--- config.mk ---
export PLATFORM = sky130hd
export DESIGN_NAME = websocket_frame_deframer
export DESIGN_NICKNAME = d
export VERILOG_FILES = /design/src/rtl/core/wsd_pkg.sv /design/src/rtl/core/wsd_in_stage.sv /design/src/rtl/core/wsd_parser.sv /design/src/rtl/core/wsd_out_stage.sv /design/src/rtl/core/websocket_frame_deframer.sv
export SDC_FILE = /design/constraint.sdc
export NUM_CORES = 1
export LEC_CHECK = 0
export BUFFER_PORTS_ARGS = -buffer_cell sky130_fd_sc_hd__buf_4
export CAP_MARGIN = 0
export CORE_MARGIN = 4
export CORE_UTILIZATION = 32
export DETAILED_ROUTE_END_ITERATION = 6
export PLACE_DENSITY = 0.54
export SLEW_MARGIN = 10
export SYNTH_ARGS = -nofsm -noshare
export SYNTH_HDL_FRONTEND = slang
export SYNTH_SLANG_ARGS = --single-unit
--- constraint.sdc ---
create_clock -name aclk -period 6.21 [get_ports aclk]
set_input_delay 0.9315 -clock aclk [delete_from_list [all_inputs] [get_ports aclk]]
set_output_delay 0.9315 -clock aclk [all_outputs]
set_load 0.02 [all_outputs]
--- src/rtl/core/wsd_pkg.sv ---
// ----------------------------------------------------------------------------
// wsd_pkg
// Shared types and constants for the WebSocket frame deframer.
// ----------------------------------------------------------------------------
package wsd_pkg;

    localparam int unsigned DataWidth   = 8;
    localparam int unsigned OpWidth     = 4;
    localparam int unsigned LenWidth    = 32;
    localparam int unsigned CntWidth    = 4;
    localparam int unsigned KeyLanes    = 4;
    localparam int unsigned KeyIdxWidth = $clog2(KeyLanes);

    localparam logic [LenWidth-1:0] MaxPayloadReset = 32'd4096;

    localparam logic [OpWidth-1:0] OpPing   = 4'h9;
    localparam logic [6:0]         Len7Ext16 = 7'd126;
    localparam logic [6:0]         Len7Ext64 = 7'd127;
    localparam logic [CntWidth-1:0] Ext16Bytes = 4'd2;
    localparam logic [CntWidth-1:0] Ext64Bytes = 4'd8;

    typedef enum logic [4:0] {
        PH_HDR0 = 5'b00001,
        PH_HDR1 = 5'b00010,
        PH_EXT  = 5'b00100,
        PH_KEY  = 5'b01000,
        PH_DATA = 5'b10000
    } phase_t;

    typedef struct packed {
        logic [DataWidth-1:0] data_byte;
        logic                 last;
        logic                 empty_frame;
        logic                 length_error;
        logic [OpWidth-1:0]   frame_opcode;
        logic                 pong_request;
    } result_t;

    // handshake item from the input stage to the parser
    typedef struct packed {
        logic                 valid;
        logic [DataWidth-1:0] rx_byte;
    } in_item_t;

endpackage

--- src/rtl/core/wsd_in_stage.sv ---
// ----------------------------------------------------------------------------
// wsd_in_stage
// Input register: holds one received byte until the parser consumes it.
// ----------------------------------------------------------------------------
module wsd_in_stage (
    input  logic                   aclk,
    input  logic                   aresetn,
    input  logic                   s_valid,
    output logic                   s_ready,
    input  logic [7:0]             s_rx_byte,
    input  logic                   take,
    output wsd_pkg::in_item_t      item
);
    import wsd_pkg::*;

    logic                 valid_reg;
    logic                 valid_next;
    logic [DataWidth-1:0] byte_reg;

    assign s_ready = !valid_reg || take;

    always_comb begin
        valid_next = valid_reg;
        if (s_valid && s_ready) begin
            valid_next = 1'b1;
        end else if (take) begin
            valid_next = 1'b0;
        end
    end

    always_ff @(posedge aclk) begin
        if (!aresetn) begin
            valid_reg <= 1'b0;
        end else begin
            valid_reg <= valid_next;
        end
    end

    always_ff @(posedge aclk) begin
        if (s_valid && s_ready) begin
            byte_reg <= s_rx_byte;
        end
    end

    assign item.valid   = valid_reg;
    assign item.rx_byte = byte_reg;

endmodule

--- src/rtl/core/wsd_parser.sv ---
// ----------------------------------------------------------------------------
// wsd_parser
// Frame header state machine, length check, key capture and payload unmasking.
// ----------------------------------------------------------------------------
module wsd_parser (
    input  logic                   aclk,
    input  logic                   aresetn,
    input  logic                   cfg_we,
    input  logic [31:0]            cfg_wdata,
    input  wsd_pkg::in_item_t      item,
    input  logic                   out_free,
    output logic                   take,
    output logic                   res_valid,
    output wsd_pkg::result_t       res
);
    import wsd_pkg::*;

    phase_t                           phase_reg,   phase_next;
    logic [OpWidth-1:0]               opcode_reg,  opcode_next;
    logic                             masked_reg,  masked_next;
    logic [LenWidth-1:0]              len_reg,     len_next;
    logic                             len_hi_reg,  len_hi_next;
    logic [CntWidth-1:0]              left_reg,    left_next;
    logic [KeyLanes-1:0][DataWidth-1:0] key_reg,   key_next;
    logic [KeyIdxWidth-1:0]           kidx_reg,    kidx_next;
    logic [KeyIdxWidth-1:0]           pidx_reg,    pidx_next;
    logic [LenWidth-1:0]              remain_reg,  remain_next;
    logic [LenWidth-1:0]              max_reg;

    logic [DataWidth-1:0] b;
    logic                 len_done;
    logic                 begin_pl;
    logic [LenWidth-1:0]  begin_len;
    logic [CntWidth-1:0]  left_dec;
    logic                 fin;

    assign take = item.valid && out_free;
    assign b    = item.rx_byte;

    always_comb begin
        phase_next  = phase_reg;
        opcode_next = opcode_reg;
        masked_next = masked_reg;
        len_next    = len_reg;
        len_hi_next = len_hi_reg;
        left_next   = left_reg;
        key_next    = key_reg;
        kidx_next   = kidx_reg;
        pidx_next   = pidx_reg;
        remain_next = remain_reg;
        len_done    = 1'b0;
        begin_pl    = 1'b0;
        begin_len   = len_reg;
        left_dec    = left_reg - CntWidth'(1);
        fin         = 1'b0;

        res_valid        = 1'b0;
        res.data_byte    = '0;
        res.last         = 1'b0;
        res.empty_frame  = 1'b0;
        res.length_error = 1'b0;
        res.frame_opcode = opcode_reg;
        res.pong_request = 1'b0;

        case (phase_reg)
            PH_HDR1: begin
                masked_next = b[7];
                len_hi_next = 1'b0;
                if (b[6:0] == Len7Ext16) begin
                    len_next   = '0;
                    left_next  = Ext16Bytes;
                    phase_next = PH_EXT;
                end else if (b[6:0] == Len7Ext64) begin
                    len_next   = '0;
                    left_next  = Ext64Bytes;
                    phase_next = PH_EXT;
                end else begin
                    len_next = {{(LenWidth-7){1'b0}}, b[6:0]};
                    len_done = 1'b1;
                end
            end
            PH_EXT: begin
                // bytes shifted past the low word only matter as "too long"
                len_hi_next = len_hi_reg || (len_reg[LenWidth-1 -: DataWidth] != '0);
                len_next    = {len_reg[LenWidth-DataWidth-1:0], b};
                left_next   = left_dec;
                len_done    = (left_dec == '0);
            end
            PH_KEY: begin
                key_next[kidx_reg] = b;
                kidx_next          = kidx_reg + KeyIdxWidth'(1);
                if (kidx_reg == KeyIdxWidth'(KeyLanes - 1)) begin
                    begin_pl = 1'b1;
                end
            end
            PH_DATA: begin
                fin         = (remain_reg == LenWidth'(1));
                remain_next = remain_reg - LenWidth'(1);
                pidx_next   = pidx_reg + KeyIdxWidth'(1);
                res_valid   = 1'b1;
                res.data_byte = masked_reg ? (b ^ key_reg[pidx_reg]) : b;
                res.last      = fin;
                res.pong_request = fin && (opcode_reg == OpPing);
                if (fin) begin
                    phase_next = PH_HDR0;
                end
            end
            default: begin
                opcode_next = b[OpWidth-1:0];
                phase_next  = PH_HDR1;
            end
        endcase

        if (len_done) begin
            if (len_hi_next || (len_next >= max_reg)) begin
                phase_next       = PH_HDR0;
                res_valid        = 1'b1;
                res.last         = 1'b1;
                res.length_error = 1'b1;
            end else if (masked_next) begin
                kidx_next  = '0;
                phase_next = PH_KEY;
            end else begin
                begin_pl  = 1'b1;
                begin_len = len_next;
            end
        end

        if (begin_pl) begin
            if (begin_len == '0) begin
                phase_next       = PH_HDR0;
                res_valid        = 1'b1;
                res.last         = 1'b1;
                res.empty_frame  = 1'b1;
                res.pong_request = (opcode_reg == OpPing);
            end else begin
                remain_next = begin_len;
                pidx_next   = '0;
                phase_next  = PH_DATA;
            end
        end
    end

    always_ff @(posedge aclk) begin
        if (!aresetn) begin
            phase_reg  <= PH_HDR0;
            opcode_reg <= '0;
            masked_reg <= 1'b0;
            len_hi_reg <= 1'b0;
            left_reg   <= '0;
            kidx_reg   <= '0;
            pidx_reg   <= '0;
            max_reg    <= MaxPayloadReset;
        end else begin
            if (take) begin
                phase_reg  <= phase_next;
                opcode_reg <= opcode_next;
                masked_reg <= masked_next;
                len_hi_reg <= len_hi_next;
                left_reg   <= left_next;
                kidx_reg   <= kidx_next;
                pidx_reg   <= pidx_next;
            end
            if (cfg_we) begin
                max_reg <= cfg_wdata;
            end
        end
    end

    always_ff @(posedge aclk) begin
        if (take) begin
            len_reg    <= len_next;
            key_reg    <= key_next;
            remain_reg <= remain_next;
        end
    end

endmodule

--- src/rtl/core/wsd_out_stage.sv ---
// ----------------------------------------------------------------------------
// wsd_out_stage
// Result register: holds a result until the downstream side takes it.
// ----------------------------------------------------------------------------
module wsd_out_stage (
    input  logic                   aclk,
    input  logic                   aresetn,
    input  logic                   take,
    input  logic                   res_valid,
    input  wsd_pkg::result_t       res,
    output logic                   out_free,
    output logic                   m_valid,
    input  logic                   m_ready,
    output wsd_pkg::result_t       m_res
);
    import wsd_pkg::*;

    logic    valid_reg;
    logic    valid_next;
    result_t res_reg;

    assign out_free = !valid_reg || m_ready;

    always_comb begin
        valid_next = valid_reg;
        if (take) begin
            valid_next = res_valid;
        end else if (m_ready) begin
            valid_next = 1'b0;
        end
    end

    always_ff @(posedge aclk) begin
        if (!aresetn) begin
            valid_reg <= 1'b0;
        end else begin
            valid_reg <= valid_next;
        end
    end

    always_ff @(posedge aclk) begin
        if (take && res_valid) begin
            res_reg <= res;
        end
    end

    assign m_valid = valid_reg;
    assign m_res   = res_reg;

endmodule

--- src/rtl/core/websocket_frame_deframer.sv ---
// ----------------------------------------------------------------------------
// websocket_frame_deframer
// Receive-side WebSocket frame parser: one stream byte in, payload bytes out.
// ----------------------------------------------------------------------------
// Takes one byte per cycle at a sustained rate while m_ready keeps up; a byte
// passes the input register, then the header state machine and unmasking
// logic, and its result is captured in the result register, which raises
// m_valid. The rate is set by the parser's single state update per byte;
// while a result waits on m_ready the parser holds and s_ready drops once the
// input register is full.
// Header, length and key bytes produce no payload result; each payload byte
// produces one, the last marked with m_last. Zero-length frames give one
// m_empty_frame result; lengths at or above max_payload (cfg_wdata, reset
// 4096) give one m_length_error result, after which parsing restarts at a
// header byte. Write max_payload only while the block is idle.
module websocket_frame_deframer (
    input  logic       aclk,
    input  logic       aresetn,
    input  logic       cfg_we,
    input  logic [31:0] cfg_wdata,
    input  logic       s_valid,
    output logic       s_ready,
    input  logic [7:0] s_rx_byte,
    output logic       m_valid,
    input  logic       m_ready,
    output logic [7:0] m_data_byte,
    output logic       m_last,
    output logic       m_empty_frame,
    output logic       m_length_error,
    output logic [3:0] m_frame_opcode,
    output logic       m_pong_request
);
    import wsd_pkg::*;

    in_item_t item;
    logic     take;
    logic     out_free;
    logic     res_valid;
    result_t  res;
    result_t  m_res;

    wsd_in_stage u_in (
        .aclk      (aclk),
        .aresetn   (aresetn),
        .s_valid   (s_valid),
        .s_ready   (s_ready),
        .s_rx_byte (s_rx_byte),
        .take      (take),
        .item      (item)
    );

    wsd_parser u_parser (
        .aclk      (aclk),
        .aresetn   (aresetn),
        .cfg_we    (cfg_we),
        .cfg_wdata (cfg_wdata),
        .item      (item),
        .out_free  (out_free),
        .take      (take),
        .res_valid (res_valid),
        .res       (res)
    );

    wsd_out_stage u_out (
        .aclk      (aclk),
        .aresetn   (aresetn),
        .take      (take),
        .res_valid (res_valid),
        .res       (res),
        .out_free  (out_free),
        .m_valid   (m_valid),
        .m_ready   (m_ready),
        .m_res     (m_res)
    );

    assign m_data_byte    = m_res.data_byte;
    assign m_last         = m_res.last;
    assign m_empty_frame  = m_res.empty_frame;
    assign m_length_error = m_res.length_error;
    assign m_frame_opcode = m_res.frame_opcode;
    assign m_pong_request = m_res.pong_request;

endmodule

### After elaboration in Yosys (flattened, before gate mapping)

Cells that the tools add are included.

* flip-flop bits (word level): 173
* output and inout bits: 18

* add/subtract/negate cells: 4
* $lt $le $gt $ge: 4
* eq/ne operators: 10
* mux-type cells: 62
* bitwise logic cells: 2
* reductions and logical operators: 22

Operators by type and width (number)
* 2-to-1 mux 32 bit: 7
* case mux 32 bit (2 select lines): 1
* 2-to-1 mux 5 bit: 8
* bitwise mux 32 bit: 1
* equality test 32 x 1 -> 1 bit (second input constant): 1
* greater-or-equal comparator 32 bit: 1
* zero test 32 bit: 1
* subtractor 32 x 1 -> 32 bit (second input constant): 1
* 2-to-1 mux 1 bit: 24
* 2-to-1 mux 8 bit: 3
* 2-to-1 mux 2 bit: 9
* binary-select mux 8 bit (select 2 bit): 1
* demux 8 bit (select 2 bit): 1
* case mux 5 bit (3 select lines): 1
* equality test 7 bit (second input constant): 2
* 2-to-1 mux 4 bit: 2
* case mux 4 bit (2 select lines): 1
* nonzero test 8 bit: 1
* XOR 8 bit: 1
* 2-to-1 mux 7 bit: 1
* less-than comparator 2 x 3 -> 1 bit (second input constant): 2
* nonzero test 2 bit: 3
* equality test 5 x 2 -> 1 bit (second input constant): 1
* equality test 5 x 3 -> 1 bit (second input constant): 1
* 18 further kinds: 29

### Depth between registers and ports, before layout

Gate-level depths: netlist of the first run.

* depth in word-level cells: 12
* depth in mapped cells: 16
* mapped depth without buffers: 12

### Cells and area by module

Synthesis of the first run repeated with hierarchy kept, for this count alone.

* cells, all modules: 805
* area, all modules: 9188.8 um2

Modules (own cells, without submodules)
* wsd_parser: instances 1, cells each 770, area each 8351.8 um2
* wsd_out_stage: instances 1, cells each 21, area each 531.8 um2
* wsd_in_stage: instances 1, cells each 14, area each 305.3 um2

### Worst setup path before layout of the first run

No wires, ideal clock.

* path kind: flip-flop to flip-flop
* start: register u_parser.phase_reg[0]
* end: register u_out.res_reg (netlist bit u_out.m_res[0]), enable pin
* setup time: 0.399 ns
* arrival: 4.041 ns
* path slack: 1.770 ns
* cell stages (with the launch flop): 14
* path buffers: 3
* clock period less this slack: 4.440 ns
* cells stage by stage: dfxtp_1 > nor4_4 > and2_0 > clkbuf_1 > clkbuf_1 > clkbuf_1 > a22o_1 > ha_1 > nand2_1 > nor4_1 > o311ai_0 > a311oi_1 > o21ai_0 > a31oi_1

* word-level cells in the longest chain between the ends: 10

RTL lines
* start, declared: RTL line wsd_parser.sv:18 `phase_t phase_reg, phase_next;`
* start signal, assigned: RTL line wsd_parser.sv:156 `phase_reg <= phase_next;`
* equality test 5 x 3 -> 1 bit / equality test 5 x 2 -> 1 bit (equally long branches): RTL line wsd_parser.sv:65 `case (phase_reg)`
* case mux 32 bit (2 select lines) *: RTL line wsd_parser.sv:65
* named net u_parser.len_next[15]: RTL line wsd_parser.sv:21 `logic [LenWidth-1:0] len_reg, len_next;`
* greater-or-equal comparator 32 bit: RTL line wsd_parser.sv:115 `if (len_hi_next || (len_next >= max_reg)) begin`
* logical OR 1 bit: RTL line wsd_parser.sv:115
* 2-to-1 mux 32 bit: RTL line wsd_parser.sv:115
* 2-to-1 mux 32 bit: RTL line wsd_parser.sv:114 `if (len_done) begin`
* zero test 32 bit: RTL line wsd_parser.sv:130 `if (begin_len == '0) begin`
* 2-to-1 mux 1 bit: RTL line wsd_parser.sv:130
* 2-to-1 mux 1 bit *: RTL line wsd_parser.sv:129 `if (begin_pl) begin`
* logical AND 1 bit *: RTL line wsd_out_stage.sv:42 `if (take && res_valid) begin`
* end signal, assigned: RTL line wsd_out_stage.sv:43 `res_reg <= res;`
* end, declared: RTL line wsd_out_stage.sv:20 `result_t res_reg;`

The timed path passes the listed nets; every way through them passes the cells marked *.
A chain may end at the register's enable or synchronous reset.

### Final worst setup path of the first run

* start: register u_parser.phase_reg[2]
* end: register u_out.res_reg (netlist bit u_out.m_res[5]), enable pin

The elaborated chain is that of the path after synthesis.

==> results by group, run 1 <==
Run status
  – Outcome: complete, no violations

Synth
  – Post-synth top cells: edfxtp_1, mux2i_1, dfxtp_1
  – Flops & latches, synth: 173
  – Syn_area_per_cell: 11.8 um2
  – Gate Count Post-Synth: 766
  – Post-Syn Nets: 851
  – Yosys top cell area share: 39.7%
  – Dominant synthesized flop cell: edfxtp_1
  – Mapped Area: 9070 um2
  – Cell type with the highest aggregate area in the netlist: edfxtp_1
  – Post-synth EDFFs: 120
  – Synth top area cells: edfxtp_1, dfxtp_1, mux2i_1
  – Synth warn: 0
  – Ys async rst share: 0%
  – Top-count cell post-synth: edfxtp_1
  – Synth cell types: 73
  – Sequential share of the synthesized area: 51.4%

Clocking
  – Clock Path Buffers: 2
  – CTS H-Tree Depth: 4
  – Resize count post-CTS: 0
  – Clock latency on the worst-skew pair: 0.43 ns
  – CTS Buf Count: 17
  – Clock Pin Slew Worst Setup and Hold Paths: 0.08 ns
  – Post-CTS Setup Bufs: 0
  – CTS tree: done
  – Num Clock Sinks: 173
  – Root Driver: clkbuf_16
  – CTS Hold Buffers Added: 0

Critical path
  – R2R depth: 10
  – Slowest stage cell on the critical path: a31oi_2
  – CP Capture Type: register
  – CP Launch Type: register
  – R2r endpoint: u_out.m_res[5]$_SDFFCE_PN0P_
  – Reg2Reg Setup Slack: 0.72 ns
  – Data required time of the worst path: 6.27 ns
  – WP data arrival: 5.55 ns
  – CP cell instances: nor3b_4 -> a22oi_2 -> buf_4 -> a22o_1 -> ha_1 -> nand4_1 -> or4_1 -> a311oi_1 -> o21ai_0 -> a31oi_2
  – Crit path kind: register to register
  – Worst Path Max Fanout: 25
  – Max stage delay on crit path: 0.97 ns
  – Origin of the critical flop-to-flop path: u_parser.phase_reg[2]$_SDFFE_PN0P_

Global routing
  – Initial antenna violation count: 0
  – Vias in the first global route: 5963
  – First-pass GRT wire length: 33.5 mm
  – GRT Overall Usage: 13.7%
  – Pin count of the biggest net entering global routing: 57
  – GRT overflow: 0

STA
  – Rel. slew slack: 23.2%
  – Setup TNS: 0 ns
  – RSZ-0062 raised after global routing: no
  – Setup slack after layout: 0.719 ns
  – Hold_ws: 0.480 ns
  – Final Hold Viols: 0
  – Fmax: 0.182 GHz
  – Actual slew at the worst max-slew pin: 1.15 ns
  – Worst clock skew: 0.0150 ns
  – Final period utilization: 88.4%
  – Setup violators final: 0
  – Count of pins over their slew limit: 0
  – Min Tclk post-route: 5.49 ns

Cells and area
  – Synthesis-to-finish area growth: 16.0%
  – Final nets: 902
  – Fillers: 2725
  – Layout cells sized above 1: 16.0%
  – ANT cells: 0
  – Non-filler cells, final: 1208

Floorplan
  – Rows: 61
  – Ports: 63
  – Initial Util: 32.5%
  – Die span in y: 176 um
  – Die area: 31100 um2
  – Core ar.: 27900 um2
  – Die width: 176 um

Run
  – Number of max-cap violations: 0

Place
  – DP HPWL: 15.2 mm
  – IO Port Bufs: 62
  – Placed cells: 1176
  – Final GP Congestion: 0.809
  – Pre-CTS WS: 0.766 ns

Route
  – DRT antenna net count: 0
  – DRC violations left: 0
  – Detailed Route Iter0 Violations: 337
  – Pre-antenna DRT Iters: 5
  – Routed len/inst: 17.5 um
  – Vias: 6014
  – DR vias/cell: 4.98
  – Routed WL: 21.1 mm

Min path
  – Worst hold path class: register to register
  – Hold path depth: 0
  – HP Start: u_parser.opcode_reg[0]$_SDFFE_PN0P_
  – Hold EP: u_out.m_res[1]$_DFFE_PP_

Power
  – Max rail drop VDD: 0.160 mV
  – Power per cell area: 250 nW/um2
  – Pleak: 3.92 nW
==> worst max-delay path, delay by kind of cell, from the launching register on <==
kind,cells,cell delay [ns]
AO/OA/AOI/OAI,5,3.20
AND/OR/NAND/NOR,3,0.86
adder cells (fa/ha/maj),1,0.18
flip-flops,1,0.52
buffers and inverters,1,0.35
==> routing by layer <==
metal / wire (um) / share of wire, % / up-vias / GRT usage, %
met3: 930 / 4.4 / 26 / 2.76
met4: 343 / 1.6 / 0 / 3.67
met1: 10500 / 50 / 2892 / 20.1
met5: 0 / 0 / - / 0
met2: 9330 / 44 / 154 / 20.6
li1: - / - / 2942 / -
==> cells in the final DEF, fill, tap and decap left out, types with 8 or more instances in the layout <==
| master | n |
|---|---|
| inv_1 | 42 |
| xnor2_1 | 25 |
| a22o_1 | 28 |
| mux2i_1 | 100 |
| and2_1 | 8 |
| dfxtp_1 | 53 |
| nand2_1 | 45 |
| ha_1 | 40 |
| or3_1 | 8 |
| edfxtp_1 | 120 |
| and3_1 | 8 |
| mux4_2 | 8 |
| nor4_1 | 13 |
| nor3_1 | 14 |
| buf_4 | 68 |
| a21oi_1 | 21 |
| nand4_1 | 8 |
| xor2_1 | 16 |
| nor2_1 | 34 |
| nor2b_1 | 38 |
| clkbuf_16 | 17 |
| o21ai_0 | 17 |
==> cell families (layout without fill, tap and decap cells) <==
family                     count (synthesis)  in the layout  share of synthesized area (%)
AOI/OAI and AO/OA                        108            108                           8.81
xor gates and xnor gates                  41             41                           3.96
adders and majority gates                 40             40                           5.52
buffers and inverters                     80            144                           3.74
DFF                                      173            173                           51.4
muxes                                    109            109                           13.2
and+or+nand+nor                          215            215                           13.4
==> layout make-up <==
type | count | area [um2] | share of cell area [%]
sequential | 173 | 4660 | 44.4
multi-input combinational | 513 | 4070 | 38.7
timing repair buffer | 68 | 510 | 4.85
tap | 378 | 473 | 4.50
clock buffer | 17 | 425 | 4.05
clock inverter | 15 | 204 | 1.94
inverter | 44 | 165 | 1.57
==> per-stage QoR <==
stage / utilization, % / power, mW / instance area [um2]
after floorplan: - / 1.47 / 9070
after global placement: 35.5 / 1.54 / 9890
after detailed placement: 35.5 / 1.54 / 9890
after CTS: 37.7 / 2.65 / 10500
after global routing: 37.7 / 2.73 / 10500
final: 37.7 / 2.63 / 10500
==> power by group <==
group | switching, mW | internal [mW]
clock network | 0.554 | 0.561
registers | 0.0445 | 1.28
logic | 0.106 | 0.0922
total | 0.704 | 1.93
==> worst max-delay path by stage <==
stage | start | endpoint | slack [ns] | cells past startpoint
global placement | u_parser.phase_reg[2]$_SDFFE_PN0P_ | u_out.m_res[14]$_SDFFCE_PN0P_ | 0.94 | 10
finish | u_parser.phase_reg[2]$_SDFFE_PN0P_ | u_out.m_res[5]$_SDFFCE_PN0P_ | 0.72 | 10
global route | u_parser.phase_reg[2]$_SDFFE_PN0P_ | u_out.m_res[13]$_SDFFCE_PN0P_ | 0.36 | 10
CTS | u_parser.phase_reg[2]$_SDFFE_PN0P_ | u_out.m_res[13]$_SDFFCE_PN0P_ | 0.76 | 10
floorplan | u_parser.phase_reg[0]$_SDFFE_PN1P_ | u_out.m_res[0]$_DFFE_PP_ | 1.77 | 13
detailed placement | u_parser.phase_reg[2]$_SDFFE_PN0P_ | u_out.m_res[14]$_SDFFCE_PN0P_ | 0.77 | 10
Note: power is estimated with default switching activity, not from simulation.
==> run 2: changes to the inputs <==
- PLACE_DENSITY: 0.54 -> 0.55
- clock period: 6.21 -> 4.81 ns (I/O delays scaled with it)
==> run 2 against run 1 <==
Net effect: register-to-register slack got worse by 0.46 ns; clock power rose by 28%; critical path depth up 5; routed wire length up 4.5%; flip-flop and latch count unchanged; first-iteration DRC count is 33% higher; global-route usage grew 0.79 points; core utilization up 0.44 points; critical path type unchanged; largest power group unchanged.
==> results by group, run 2 (synthesis results as in run 1) <==
Cells and area
  – ANT cells: 0
  – Sequential cell area: 4660 um2
  – Non-filler cells, final: 1221
  – Commonest non-fill, non-tap cell in the layout: edfxtp_1
  – Final nets: 915
  – Final core utilization: 38.2%
  – Layout cells sized above 1: 17.3%
  – Fillers: 2701
  – Multi-input gate area: 4070 um2
  – Commonest cells after routing, fill and taps aside: edfxtp_1, mux2i_1, buf_4
  – Synthesis-to-finish area growth: 17.3%
  – Final Cell Area: 10600 um2

Route
  – Detailed Route Iter0 Violations: 447
  – Routed len/inst: 18.1 um
  – Vias: 6110
  – DRT antenna net count: 0
  – DRC violations left: 0
  – Pre-antenna DRT Iters: 5
  – Routed WL: 22.0 mm
  – DR vias/cell: 5.00

Global routing
  – First-pass GRT wire length: 35.3 mm
  – GRT Overall Usage: 14.4%
  – Initial antenna violation count: 0
  – Vias in the first global route: 6244
  – GRT overflow: 0
  – Pin count of the biggest net entering global routing: 62

Place
  – Final GP Congestion: 0.868
  – IO Port Bufs: 62
  – Pre-CTS WS: 0.198 ns
  – Placed cells: 1189
  – DP HPWL: 15.7 mm
  – Dpl cell area: 10000 um2

Critical path
  – CP Capture Type: register
  – R2R depth: 15
  – Crit path kind: register to register
  – R2r endpoint: u_parser.remain_reg[0]$_DFFE_PP_
  – CP Launch Point: u_parser.phase_reg[0]$_SDFFE_PN1P_
  – Worst Path Max Fanout: 36
  – Data required time of the worst path: 4.98 ns
  – Last element of the critical path: u_parser.remain_reg[0]$_DFFE_PP_
  – Origin of the critical flop-to-flop path: u_parser.phase_reg[0]$_SDFFE_PN1P_
  – WP data arrival: 4.72 ns
  – Reg2Reg Setup Slack: 0.26 ns
  – CP Launch Type: register

STA
  – Setup TNS: 0 ns
  – Hold_ws: 0.460 ns
  – Worst clock skew: 0.0135 ns
  – Fmax: 0.220 GHz
  – Actual slew at the worst max-slew pin: 1.00 ns
  – RSZ-0062 raised after global routing: no
  – Final period utilization: 94.6%
  – Setup violators final: 0
  – Setup slack after layout: 0.259 ns
  – Rel. slew slack: 32.9%
  – Count of pins over their slew limit: 0
  – Min Tclk post-route: 4.55 ns
  – Final Hold Viols: 0

Power
  – Max rail drop VDD: 0.171 mV
  – Flop pwr share: 49.9%
  – Net Sw Frac: 26.8%
  – Int Power: 2.48 mW
  – Clock Power Share: 41.9%
  – Comb pwr share: 8.2%
  – Sw power: 0.909 mW
  – Overall Power: 3.39 mW
  – Pleak: 3.99 nW
  – Power per cell area: 319 nW/um2

Clocking
  – CTS H-Tree Depth: 4
  – Post-CTS Setup Bufs: 0
  – Root Driver: clkbuf_16
  – Clock Path Buffers: 2
  – Clock Pin Slew Worst Setup and Hold Paths: 0.08 ns
  – Num Clock Sinks: 173
  – CTS Buf Count: 17
  – CTS tree: done
  – Clock latency on the worst-skew pair: 0.44 ns

Floorplan
  – Die area: 31100 um2
  – Initial Util: 32.5%
  – Ports: 63
  – Die span in y: 176 um
  – Die width: 176 um
  – Core ar.: 27900 um2
  – Rows: 61

Run
  – Number of max-cap violations: 0

Min path
  – Worst hold path class: input port to register

Run status
  – Outcome: complete, no violations
run 2: cell count changes in the layout (fill, tap and decap cells not counted):
cell	previous run	this run
buf_12	0	3
buf_4	68	77
buf_6	0	1
clkinv_4	1	2
clkinvlp_4	0	1
inv_12	4	1
inv_6	3	1
inv_8	2	5
run 2: routing by layer:
layer / global-route usage [%] / wire length (um) / vias to the layer above
li1: - / - / 2969
met1: 20.6 / 10700 / 2971
met2: 22.2 / 10100 / 145
met3: 2.55 / 883 / 25
met4: 5.07 / 412 / 0
met5: 0 / 0 / -
run 2: timing repair:
action,CTS,global route
setup endpoints to repair,0,6
resized for setup,0,1
hold buffers,0,0
run 2: power by group through the flow:
| stage | Sequential [mW] | Combinational, mW | Clock [mW] |
|---|---|---|---|
| after detailed placement | 1.73 | 0.278 | 0 |
| after floorplan | 1.72 | 0.176 | 0 |
| after global routing | 1.70 | 0.309 | 1.52 |
| final | 1.69 | 0.277 | 1.42 |
| after CTS | 1.69 | 0.279 | 1.46 |
| after global placement | 1.73 | 0.276 | 0 |
run 2: critical path, stage by stage (launching register included):
cell and delay (ns):
dfxtp_1 0.38, nor4_4 0.44, a22oi_2 0.12, buf_12 0.21, a221o_1 0.48, ha_1 0.31, o21ai_0 0.15, a21oi_1 0.08
o311ai_0 0.36, a311oi_1 0.22, buf_4 0.19, nor3_2 0.19, buf_4 0.32, buf_6 0.33, mux2i_1 0.37, mux2i_1 0.12
run 2: layout make-up:
type                       count  area share [%]
sequential                   173            43.8
multi-input combinational    513            38.3
timing repair buffer          81            6.10
tap                          378            4.45
clock buffer                  17            4.00
clock inverter                15            1.76
inverter                      44            1.55
run 2: how the worst min path moves through the flow:
stage / depth (start not counted) / from / to
6_report: 1 / s_rx_byte[4] / u_in.byte_reg[4]$_DFFE_PP_
5_1_grt: 1 / s_rx_byte[3] / u_in.byte_reg[3]$_DFFE_PP_
4_1_cts: 1 / s_rx_byte[4] / u_in.byte_reg[4]$_DFFE_PP_
3_5_place_dp: 0 / u_parser.opcode_reg[0]$_SDFFE_PN0P_ / u_out.m_res[1]$_DFFE_PP_
3_3_place_gp: 0 / u_parser.opcode_reg[3]$_SDFFE_PN0P_ / u_out.m_res[4]$_DFFE_PP_
2_1_floorplan: 0 / u_parser.opcode_reg[0]$_SDFFE_PN0P_ / u_out.m_res[1]$_DFFE_PP_
==> run 3: changes to the inputs <==
- ABC_AREA: default -> 1
- PLACE_DENSITY: 0.55 -> 0.54
- clock period: 4.81 -> 4.6 ns (I/O delays scaled with it)
==> run 3 against run 2 <==
Net effect: via count up 30%; sequential share of layout area is 2.4 points lower; critical endpoint is now u_out.m_res[7]$_DFFE_PP_; largest cell class unchanged; die area increased by 6.7%; register-to-register slack improved by 0.24 ns.
==> results by group, run 3 <==
Route
  – DR vias/cell: 4.79
  – Routed WL: 23.9 mm
  – Routed len/inst: 14.4 um
  – Detailed Route Iter0 Violations: 425
  – Pre-antenna DRT Iters: 5
  – DRT antenna net count: 0
  – DRC violations left: 0
  – Vias: 7971

STA
  – Final period utilization: 89.2%
  – Count of pins over their slew limit: 0
  – Final Hold Viols: 0
  – RSZ-0062 raised after global routing: no
  – Setup violators final: 0
  – Actual slew at the worst max-slew pin: 0.812 ns
  – Fmax: 0.244 GHz
  – Hold_ws: 0.422 ns
  – Min Tclk post-route: 4.10 ns
  – Rel. slew slack: 45.7%
  – Setup TNS: 0 ns
  – Setup slack after layout: 0.496 ns
  – Worst clock skew: 0.0156 ns

Synth
  – Post-synth EDFFs: 120
  – Dominant synthesized flop cell: edfxtp_1
  – Syn_area_per_cell: 8.02 um2
  – Synth top area cells: edfxtp_1, nand2_1, dfxtp_1
  – Yosys top cell area share: 37.1%
  – Gate Count Post-Synth: 1210
  – Post-Syn Nets: 1295
  – XOR/XNOR Fraction of Synth Area: 2.35%
  – Synth Area in Compound Gates: 12.4%
  – Mapped Area: 9700 um2
  – Top-count cell post-synth: nand2_1
  – Post-synth top cells: nand2_1, inv_1, edfxtp_1
  – Synth cell types: 40
  – Combinational family with the most area after synthesis: simple AND/OR/NAND/NOR gates
  – Post-synthesis mux area share: 0%
  – Sequential share of the synthesized area: 48.1%
  – Area share of fa/ha/maj cells after synthesis: 5.16%
  – Flops & latches, synth: 173
  – Post-Synth Simple-Gate Area: 23.2%
  – Ys async rst share: 0%
  – Synth warn: 0
  – Cell type with the highest aggregate area in the netlist: edfxtp_1

Critical path
  – Max stage delay on crit path: 0.35 ns
  – CP Launch Type: register
  – Slowest stage cell on the critical path: dfxtp_1
  – Most frequent CP cell: nand2_1
  – CP Capture Type: register
  – WP data arrival: 4.24 ns
  – Worst Path Max Fanout: 29
  – Data required time of the worst path: 4.74 ns
  – Crit path kind: register to register
  – Reg2Reg Setup Slack: 0.50 ns

Place
  – Pre-CTS WS: 0.297 ns
  – IO Port Bufs: 62
  – Final GP Congestion: 0.856
  – DP HPWL: 17.6 mm

Cells and area
  – Synthesis-to-finish area growth: 16.0%
  – Final nets: 1347
  – Commonest cells after routing, fill and taps aside: nand2_1, inv_1, edfxtp_1
  – ANT cells: 0
  – Multi-input gate area: 4200 um2
  – Layout cells sized above 1: 11.5%
  – Commonest non-fill, non-tap cell in the layout: nand2_1
  – Final core utilization: 37.8%
  – Fillers: 3110
  – Sequential cell area: 4660 um2

Clocking
  – CTS Hold Buffers Added: 0
  – Root Driver: clkbuf_16
  – Clock Path Buffers: 2
  – Clock Pin Slew Worst Setup and Hold Paths: 0.08 ns
  – Clock latency on the worst-skew pair: 0.44 ns
  – Resize count post-CTS: 0
  – CTS H-Tree Depth: 4
  – Post-CTS Setup Bufs: 0
  – Num Clock Sinks: 173
  – CTS tree: done
  – CTS Buf Count: 17

Floorplan
  – Initial Util: 32.6%
  – Rows: 63
  – Core ar.: 29800 um2
  – Die area: 33200 um2
  – Die span in y: 182 um
  – Die width: 182 um
  – Ports: 63

Run
  – Number of max-cap violations: 0

Global routing
  – Initial antenna violation count: 0
  – GRT Overall Usage: 14.6%
  – GRT overflow: 0
  – Pin count of the biggest net entering global routing: 47
  – First-pass GRT wire length: 39.4 mm
  – Vias in the first global route: 7545

Run status
  – Outcome: complete, no violations

Power
  – Pleak: 4.79 nW
  – Overall Power: 3.64 mW
  – Power per cell area: 323 nW/um2
  – Max rail drop VDD: 0.249 mV

Min path
  – Worst hold path class: input port to register
## run 3: cell count changes after synthesis, sizes merged, moves of 15 or more
cell / delta
mux2i: -100
nand3: +37
a22o: -28
nor2b: -38
inv: +120
nor2: +88
nand2: +245
o21ai: +97
nand4: +33
xnor2: -15
a21oi: +78
## run 3: worst paths after layout
path	from	endpoint	cells after the start
min	s_rx_byte[2]	u_in.byte_reg[2]$_DFFE_PP_	1
max reg2reg	u_parser.phase_reg[0]$_SDFFE_PN1P_	u_out.m_res[7]$_DFFE_PP_	25
min reg2reg	u_parser.opcode_reg[1]$_SDFFE_PN0P_	u_out.m_res[2]$_DFFE_PP_	0
max	u_parser.phase_reg[0]$_SDFFE_PN1P_	u_out.m_res[7]$_DFFE_PP_	25
## run 3: area by class of cell
type / count / share of cell area (%)
well taps: 390 / 4.34
inverters: 165 / 5.55
clock inverters: 15 / 1.88
clock buffers: 17 / 3.78
flip-flops and latches: 173 / 41.4
repair buffers: 83 / 5.71
multi-input cells: 822 / 37.3
## run 3: routing by layer
metal / GRT usage (%) / part of all wire [%] / wire [um]
met1: 21.8 / 51 / 12300
met2: 21.7 / 43 / 10300
met3: 2.39 / 4.0 / 965
met4: 4.08 / 1.6 / 386
met5: 0 / 0 / 0
## run 3: where the power goes
part / switching (mW) / internal [mW] / leakage (nW)
Clock: 0.772 / 0.763 / 0.306
Sequential: 0.0350 / 1.72 / 1.54
Combinational: 0.219 / 0.126 / 2.94
## run 3: logic make-up after synthesis
group                    Yosys count
buffers and inverters            215
XOR/XNOR                          26
AO/OA/AOI/OAI                    232
adder cells (fa/ha/maj)           40
flip-flops                       173
AND/OR/NAND/NOR                  524
## run 3: critical path, delay by kind of cell, from the launching register on
kind	cells	cell delay [ns]
flops	1	0.35
buf+inv	4	0.85
simple gates	18	1.94
fa+ha+maj	1	0.35
compound gates	2	0.28
## run 3: metrics by stage
| step | std cells | cell area, um2 |
|---|---|---|
| 4_1_cts | 1665 | 11200 |
| 6_report | 1665 | 11300 |
| 2_1_floorplan | 1210 | 9700 |
| 5_1_grt | 1665 | 11300 |
| 3_5_place_dp | 1633 | 10600 |
| 3_3_place_gp | 1633 | 10600 |
